<file path="config.mk">
export PLATFORM = sky130hd
export DESIGN_NAME = dual_axis_stepper_move_sequencer
export DESIGN_NICKNAME = d
export VERILOG_FILES = /design/src/rtl/dasms_pkg.sv /design/src/rtl/dual_axis_stepper_move_sequencer.sv
export VERILOG_INCLUDE_DIRS = /design/src /design/src/rtl
export SDC_FILE = /design/constraint.sdc
export NUM_CORES = 1
export LEC_CHECK = 0
export BUFFER_PORTS_ARGS = -buffer_cell sky130_fd_sc_hd__buf_2
export CORE_MARGIN = 5
export CORE_UTILIZATION = 60
export CTS_BUF_LIST = sky130_fd_sc_hd__clkbuf_4 sky130_fd_sc_hd__clkbuf_8
export DETAILED_ROUTE_END_ITERATION = 10
export GPL_TIMING_DRIVEN = 0
export PLACE_DENSITY = 0.81
export SYNTH_ARGS = -nofsm -noshare
export SYNTH_HDL_FRONTEND = slang
export SYNTH_SLANG_ARGS = --single-unit
export TNS_END_PERCENT = 5
</file>
<file path="constraint.sdc">
create_clock -name clk -period 8.4 [get_ports clk]
set_clock_uncertainty 0.1 [all_clocks]
set_input_delay 0.42 -clock clk [delete_from_list [all_inputs] [get_ports clk]]
set_output_delay 0.42 -clock clk [all_outputs]
set_load 0.02 [all_outputs]
</file>
<file path="src/rtl/dual_axis_stepper_move_sequencer_assert.svh">
// assertion macros for the move sequencer
`ifndef DUAL_AXIS_STEPPER_MOVE_SEQUENCER_ASSERT_SVH
`define DUAL_AXIS_STEPPER_MOVE_SEQUENCER_ASSERT_SVH

`ifndef SYNTHESIS
`define DASMS_ASSERT(label, prop, msg) \
    label: assert property (@(posedge clk) disable iff (!rst_n) prop) else $error(msg);
`define DASMS_ASSERT_NEVER(label, cond, msg) \
    label: assert property (@(posedge clk) disable iff (!rst_n) !(cond)) else $error(msg);
`else
`define DASMS_ASSERT(label, prop, msg)
`define DASMS_ASSERT_NEVER(label, cond, msg)
`endif

`endif

</file>
<file path="src/rtl/dasms_pkg.sv">
`default_nettype none

package dasms_pkg;

    localparam int POS_W = 4;
    localparam int DELTA_W = POS_W + 1;
    localparam int GROUP_W = 16;
    localparam logic [GROUP_W-1:0] GROUPS_PER_UNIT_RESET = 16'd512;

    typedef enum logic [0:0] {
        OP_MOVE = 1'b0,
        OP_TICK = 1'b1
    } op_t;

    typedef struct packed {
        op_t              operation;
        logic [POS_W-1:0] target_x;
        logic [POS_W-1:0] target_y;
        logic             limit_top;
        logic             limit_bottom;
        logic             limit_left;
        logic             limit_right;
    } in_item_t;

    typedef struct packed {
        logic             coil_xa;
        logic             coil_xb;
        logic             coil_ya;
        logic             coil_yb;
        logic             busy_res;
        logic             done_res;
        logic [POS_W-1:0] position_x;
        logic [POS_W-1:0] position_y;
    } out_item_t;

    function automatic logic [DELTA_W-1:0] toward_zero(input logic [DELTA_W-1:0] d);
        logic [DELTA_W-1:0] r;
        if (d == '0)
            r = '0;
        else if (d[DELTA_W-1])
            r = d + DELTA_W'(1);
        else
            r = d - DELTA_W'(1);
        return r;
    endfunction

endpackage

`default_nettype wire

</file>
<file path="src/rtl/dual_axis_stepper_move_sequencer.sv">
// Dual-axis stepper move sequencer.
// Input channel in_valid/in_ready/in_data carries move commands and phase
// ticks with the four limit-switch levels; output channel
// out_valid/out_ready/out_data returns exactly one result per input
// transfer: coil levels, busy and done flags and the committed position.
// Write the step-group length through cfg_we/cfg_data only while idle; the
// block does not enforce this. Latency: the result of an input transfer is
// valid in the cycle after that transfer. Throughput: one item per cycle,
// set by the single state-update step between the state registers and the
// result register. When the receiver stalls, the result register holds its
// item and in_ready stays high only if that item is taken in the same
// cycle, so nothing is lost or repeated. Reset clears coils, position, the
// move state and the output valid, and sets the group length to 512.
`default_nettype none

`include "dual_axis_stepper_move_sequencer_assert.svh"

module dual_axis_stepper_move_sequencer
    import dasms_pkg::*;
(
    input  wire logic               clk,
    input  wire logic               rst_n,
    input  wire logic               in_valid,
    output logic                    in_ready,
    input  wire in_item_t           in_data,
    output logic                    out_valid,
    input  wire logic               out_ready,
    output out_item_t               out_data,
    input  wire logic               cfg_we,
    input  wire logic [GROUP_W-1:0] cfg_data
);

    logic [GROUP_W-1:0] gpu_reg;
    logic               level_xa_reg, level_xa_next;
    logic               level_xb_reg, level_xb_next;
    logic               level_ya_reg, level_ya_next;
    logic               level_yb_reg, level_yb_next;
    logic [POS_W-1:0]   current_x_reg, current_x_next;
    logic [POS_W-1:0]   current_y_reg, current_y_next;
    logic [POS_W-1:0]   goal_x_reg, goal_x_next;
    logic [POS_W-1:0]   goal_y_reg, goal_y_next;
    logic [DELTA_W-1:0] delta_x_reg, delta_x_next;
    logic [DELTA_W-1:0] delta_y_reg, delta_y_next;
    logic [GROUP_W-1:0] group_count_reg, group_count_next;
    logic [1:0]         phase_reg, phase_next;
    logic               allow_x_reg, allow_x_next;
    logic               allow_y_reg, allow_y_next;
    logic               moving_reg, moving_next;
    logic               out_valid_reg;
    out_item_t          out_data_reg, out_data_next;

    logic               in_fire;
    logic               done;
    logic               fwd_x, fwd_y;
    logic               lim_x, lim_y;
    logic               act_x, act_y;
    logic               hit_xa, hit_ya;
    logic [GROUP_W-1:0] group_inc;
    logic               unit_end;
    logic [DELTA_W-1:0] cmd_dx, cmd_dy;
    logic [DELTA_W-1:0] tz_x, tz_y;

    assign in_ready  = !out_valid_reg || out_ready;
    assign in_fire   = in_valid && in_ready;
    assign out_valid = out_valid_reg;
    assign out_data  = out_data_reg;

    assign cmd_dx = {1'b0, in_data.target_x} - {1'b0, current_x_reg};
    assign cmd_dy = {1'b0, in_data.target_y} - {1'b0, current_y_reg};

    assign fwd_x = !delta_x_reg[DELTA_W-1] && (delta_x_reg != '0);
    assign fwd_y = !delta_y_reg[DELTA_W-1] && (delta_y_reg != '0);
    assign lim_x = fwd_x ? in_data.limit_right : in_data.limit_left;
    assign lim_y = fwd_y ? in_data.limit_top : in_data.limit_bottom;

    // limits sampled on the first tick of a group
    assign act_x = (phase_reg == 2'd0) ? ((delta_x_reg != '0) && !lim_x) : allow_x_reg;
    assign act_y = (phase_reg == 2'd0) ? ((delta_y_reg != '0) && !lim_y) : allow_y_reg;
    assign hit_xa = phase_reg[0] ? !fwd_x : fwd_x;
    assign hit_ya = phase_reg[0] ? !fwd_y : fwd_y;

    assign group_inc = group_count_reg + GROUP_W'(1);
    assign unit_end  = (group_inc == '0) || (group_inc >= gpu_reg);
    assign tz_x      = toward_zero(delta_x_reg);
    assign tz_y      = toward_zero(delta_y_reg);

    always_comb
    begin
        level_xa_next    = level_xa_reg;
        level_xb_next    = level_xb_reg;
        level_ya_next    = level_ya_reg;
        level_yb_next    = level_yb_reg;
        current_x_next   = current_x_reg;
        current_y_next   = current_y_reg;
        goal_x_next      = goal_x_reg;
        goal_y_next      = goal_y_reg;
        delta_x_next     = delta_x_reg;
        delta_y_next     = delta_y_reg;
        group_count_next = group_count_reg;
        phase_next       = phase_reg;
        allow_x_next     = allow_x_reg;
        allow_y_next     = allow_y_reg;
        moving_next      = moving_reg;
        done             = 1'b0;

        case (in_data.operation)
            OP_MOVE:
            begin
                if (!moving_reg)
                begin
                    goal_x_next      = in_data.target_x;
                    goal_y_next      = in_data.target_y;
                    delta_x_next     = cmd_dx;
                    delta_y_next     = cmd_dy;
                    group_count_next = '0;
                    phase_next       = 2'd0;
                    allow_x_next     = 1'b0;
                    allow_y_next     = 1'b0;
                    if ((cmd_dx == '0) && (cmd_dy == '0))
                    begin
                        current_x_next = in_data.target_x;
                        current_y_next = in_data.target_y;
                        done           = 1'b1;
                    end
                    else
                    begin
                        moving_next = 1'b1;
                    end
                end
            end
            OP_TICK:
            begin
                if (moving_reg)
                begin
                    allow_x_next = act_x;
                    allow_y_next = act_y;
                    if (act_x)
                    begin
                        level_xa_next = level_xa_reg ^ hit_xa;
                        level_xb_next = level_xb_reg ^ !hit_xa;
                    end
                    if (act_y)
                    begin
                        level_ya_next = level_ya_reg ^ hit_ya;
                        level_yb_next = level_yb_reg ^ !hit_ya;
                    end
                    phase_next = phase_reg + 2'd1;
                    if (phase_reg == 2'd3)
                    begin
                        if (unit_end)
                        begin
                            group_count_next = '0;
                            delta_x_next     = tz_x;
                            delta_y_next     = tz_y;
                            if ((tz_x == '0) && (tz_y == '0))
                            begin
                                current_x_next = goal_x_reg;
                                current_y_next = goal_y_reg;
                                moving_next    = 1'b0;
                                done           = 1'b1;
                            end
                        end
                        else
                        begin
                            group_count_next = group_inc;
                        end
                    end
                end
            end
            default:
            begin
            end
        endcase

        out_data_next.coil_xa    = level_xa_next;
        out_data_next.coil_xb    = level_xb_next;
        out_data_next.coil_ya    = level_ya_next;
        out_data_next.coil_yb    = level_yb_next;
        out_data_next.busy_res   = moving_next;
        out_data_next.done_res   = done;
        out_data_next.position_x = current_x_next;
        out_data_next.position_y = current_y_next;
    end

    always_ff @(posedge clk or negedge rst_n)
    begin
        if (!rst_n)
        begin
            gpu_reg <= GROUPS_PER_UNIT_RESET;
        end
        else if (cfg_we)
        begin
            gpu_reg <= cfg_data;
        end
    end

    always_ff @(posedge clk or negedge rst_n)
    begin
        if (!rst_n)
        begin
            level_xa_reg    <= 1'b0;
            level_xb_reg    <= 1'b0;
            level_ya_reg    <= 1'b0;
            level_yb_reg    <= 1'b0;
            current_x_reg   <= '0;
            current_y_reg   <= '0;
            goal_x_reg      <= '0;
            goal_y_reg      <= '0;
            delta_x_reg     <= '0;
            delta_y_reg     <= '0;
            group_count_reg <= '0;
            phase_reg       <= 2'd0;
            allow_x_reg     <= 1'b0;
            allow_y_reg     <= 1'b0;
            moving_reg      <= 1'b0;
        end
        else if (in_fire)
        begin
            level_xa_reg    <= level_xa_next;
            level_xb_reg    <= level_xb_next;
            level_ya_reg    <= level_ya_next;
            level_yb_reg    <= level_yb_next;
            current_x_reg   <= current_x_next;
            current_y_reg   <= current_y_next;
            goal_x_reg      <= goal_x_next;
            goal_y_reg      <= goal_y_next;
            delta_x_reg     <= delta_x_next;
            delta_y_reg     <= delta_y_next;
            group_count_reg <= group_count_next;
            phase_reg       <= phase_next;
            allow_x_reg     <= allow_x_next;
            allow_y_reg     <= allow_y_next;
            moving_reg      <= moving_next;
        end
    end

    always_ff @(posedge clk or negedge rst_n)
    begin
        if (!rst_n)
        begin
            out_valid_reg <= 1'b0;
        end
        else if (in_ready)
        begin
            out_valid_reg <= in_valid;
        end
    end

    always_ff @(posedge clk)
    begin
        if (in_fire)
        begin
            out_data_reg <= out_data_next;
        end
    end

    // move state consistency
    `DASMS_ASSERT_NEVER(a_moving_zero_delta, moving_reg && (delta_x_reg == '0) && (delta_y_reg == '0), "moving with both deltas zero")
    `DASMS_ASSERT_NEVER(a_phase_idle, !moving_reg && (phase_reg != 2'd0), "phase advanced while idle")
    `DASMS_ASSERT_NEVER(a_done_busy, out_valid_reg && out_data_reg.done_res && out_data_reg.busy_res, "done and busy together")
    `DASMS_ASSERT(a_result_follows, in_fire |=> out_valid_reg, "no result after input transfer")

endmodule

`default_nettype wire

</file>
==> qor.csv <==
stage,metric,value,unit
run_status,outcome,"complete, no violations",
clock_network,Sink Count,82,
logic_synthesis,Mapped Cells,519,
clock_network,Post-CTS Resized,0,
pwr,combinational power share,28.0,%
pwr,P_sw,0.0003772,W
routing,Routed WL,11.98,mm
final_layout,Antenna diodes,0,
pwr,sequential share of power,43.8,%
setup_path,crit end category,register,
global_route,first-pass GRT wire length,20.40,mm
timing,RSZ-0062 raised after global routing,no,
clock_network,CTS tree,yes,
clock_network,htree depth,3,
setup_path,critical-path cell list,"ha_1, nand4_1, nor3_1, xor2_1, ha_1, nand2_1, o21ai_0, a211oi_1, o21a_1, o31ai_2, o2111ai_2, a21oi_1, a2bb2oi_1",
timing,post-route clock period utilization,53.38,%
setup_path,crit path buf inv count,0,
placed_design,routability cong.,0.9889,
die,num rows,33,
clock_network,Root Driver,clkbuf_8,
setup_path,most frequent CP cell,ha_1,
timing,"Slew Viols, Final",0,
global_route,grt met3 use,5.188,%
die,CORE AREA,0.008217,sq mm
global_route,Tot GR Track Use,24.97,%
final_layout,"commonest non-fill, non-tap cell in the layout",dfrtp_1,
run,max cap viols,0,
routing,vias per cell,6.097,
routing,drt initial violations,243,
routing,WL/cell,17.38,um
logic_synthesis,mean post-synth cell area,9.764,sq um
clock_network,CTS max path bufs,2,
global_route,global routing met2 resource utilization,42.45,%
clock_network,Post-CTS Setup Bufs,0,
clock_network,"Clk Latency, worst-skew pair",350,ps
routing,residual DRC count,0,
pwr,VDD IR max,0.2434,mV
setup_path,CP arrival,4640,ps
timing,setup TNS,0,ps
final_layout,final core occ,69.07,%
timing,Tmin final,4484,ps
final_layout,most frequent cells in the layout,"67 x dfrtp_1, 58 x nand2_1, 48 x buf_2",
logic_synthesis,Ys Warns,0,
final_layout,Final Instance Area,0.005675,sq mm
placed_design,Port Buf Inserts,49,
placed_design,"Cell Area, Placed",0.005446,sq mm
final_layout,Final nets,652,
pwr,switching share of power,32.37,%
setup_path,critical path's top delay family,compound AO/OA/AOI/OAI gates,
global_route,total gr overflow,0,
clock_network,Worst-path clk slew,90,ps
final_layout,area growth from synthesis to layout,12.00,%
setup_path,R2R cell count,13,
logic_synthesis,Synth Register Bits,82,
setup_path,Reg-to-Reg Start,group_count_reg[0]$_DFFE_PN0P_,
clock_network,hold_buf cts,0,
die,starting density of the core,61.67,%
setup_path,Startpoint Class,register,
pwr,clock network fraction of total power,28.3,%
pwr,Power Dens Cells,205.3,mW/mm^2
setup_path,slowest CP cell,o31ai_2,
logic_synthesis,Post-synth EDFFs,14,
die,Top Ports,50,
die,Die X,101.9,um
final_layout,share of cells above drive strength 1,14.90,%
pwr,Design Power,0.001165,W
setup_path,WS Path Type,register to register,
logic_synthesis,Post-synth top flop,dfrtp_1,
setup_path,Critical Path Fanout Max,8,
pwr,cell-internal power,0.0007881,W
setup_path,required time worst endpoint,8560,ps
routing,DR pass1 iterations,5,
timing,Final setup viols,0,
timing,worst rel slew slack,29.92,%
timing,Peak Freq,223.0,MHz
global_route,initial antenna violation count,0,
clock_network,Num CTS Buffers,9,
pwr,Leak Pwr,2.623,nW
setup_path,Crit path depth,13,
setup_path,crit-path max cell delay,810,ps
timing,Min Hold Slack,83.44,ps
global_route,met1 GRT Util,30.68,%
routing,vias after detailed routing,4201,
placed_design,hpwl dp,8.636,mm
global_route,gr busiest metal,met2,
die,DIE AREA,0.01038,sq mm
logic_synthesis,Syn Std Cell Area,0.005067,sq mm
timing,Worst Tran Pin Value,1042,ps
global_route,largest net degree at the start of global routing,69,
timing,Fin. Hold Viols,0,
min_path,min-delay worst type,input port to asynchronous set/reset pin,
logic_synthesis,Mapped Nets,592,
routing,Routed Antenna Nets,0,
setup_path,Worst Setup SP,group_count_reg[0]$_DFFE_PN0P_,
die,Die H,101.9,um
logic_synthesis,part of the Yosys area used for sequential elements,41.90,%
logic_synthesis,Post-synth ARST share,82.93,%
logic_synthesis,Yosys cell types,59,
global_route,vias in the first global route,4359,
## cell families (layout without fill, tap and decap cells)
kind of cell,Yosys count,count (layout),synth area share (%)
adders and majority gates,39,39,10.22
AOI/OAI and AO/OA,142,142,19.14
buffers and inverters,62,127,4.889
xor gates and xnor gates,36,36,6.222
and+or+nand+nor,140,140,13.95
muxes,18,18,3.679
DFF,82,82,41.90
## per-layer routing
metal / wire length, um / vias up
met5: 0 / -
met4: 410 / 0
met3: 711 / 45
met2: 5913 / 151
met1: 4940 / 2012
li1: - / 1993
## worst paths after layout
kind,endpoint,slack [ps]
max,current_y_reg[1]$_DFFE_PN0P_,3920
min,gpu_reg[15]$_DFFE_PN0P_,80
max reg2reg,current_y_reg[1]$_DFFE_PN0P_,3920
min reg2reg,level_yb_reg$_DFFE_PN0P_,400
max in group asynchronous,group_count_reg[13]$_DFFE_PN0P_,7550
min in group clk,out_valid$_DFFE_PN0N_,170
## synthesized netlist by cell type, types with 5 or more instances
cell / count / area [sq um]
xor2_1: 12 / 105.1
o21ai_0: 42 / 210.2
a22o_1: 13 / 113.9
nor2_1: 18 / 67.56
a31oi_1: 5 / 31.28
edfxtp_1: 14 / 420.4
o22ai_1: 10 / 62.56
mux2i_1: 13 / 130.1
mux2_2: 5 / 56.30
or3_1: 5 / 31.28
nand2_1: 58 / 217.7
a21oi_1: 17 / 85.08
inv_1: 38 / 142.6
o211ai_1: 8 / 60.06
nor3_1: 12 / 60.06
o22a_1: 6 / 52.55
dfrtp_1: 67 / 1677
xnor2_1: 24 / 210.2
nand3_1: 14 / 70.07
ha_1: 35 / 437.9
o21a_1: 9 / 67.56
a21o_1: 7 / 52.55
clkbuf_1: 17 / 63.81
## power by group through the flow
stage	Sequential, W	Combinational [W]	Clock [W]
final	0.000510	0.000326	0.000329
after global routing	0.000517	0.000369	0.000358
after CTS	0.000510	0.000325	0.000338
after detailed placement	0.000517	0.000321	0
after global placement	0.000515	0.000307	0
after floorplan	0.000518	0.000230	0
## worst register-to-register path, delay by kind of cell (launching register included)
kind	cells	cell delay, ps
AOI/OAI and AO/OA	7	2230
and+or+nand+nor	3	700
adders and majority gates	2	540
DFF	1	490
xor gates and xnor gates	1	310
## cell type report
cell class	count	area, sq um
Tap cell	105	131.4
Inverter	42	157.7
Multi-Input combinational cell	375	2696
Timing Repair Buffer	49	247.7
Buffer	20	90.09
Clock buffer	11	145.1
Fill cell	624	2541
Clock inverter	5	83.83
Sequential cell	82	2123
## stage by stage
step / setup slack [ps] / instances
global route: 3516 / 689
global placement: 4056 / 673
CTS: 3925 / 689
detailed placement: 3977 / 673
finish: 3916 / 689
floorplan: 4686 / 519
Power figures use the tool's default switching activity.
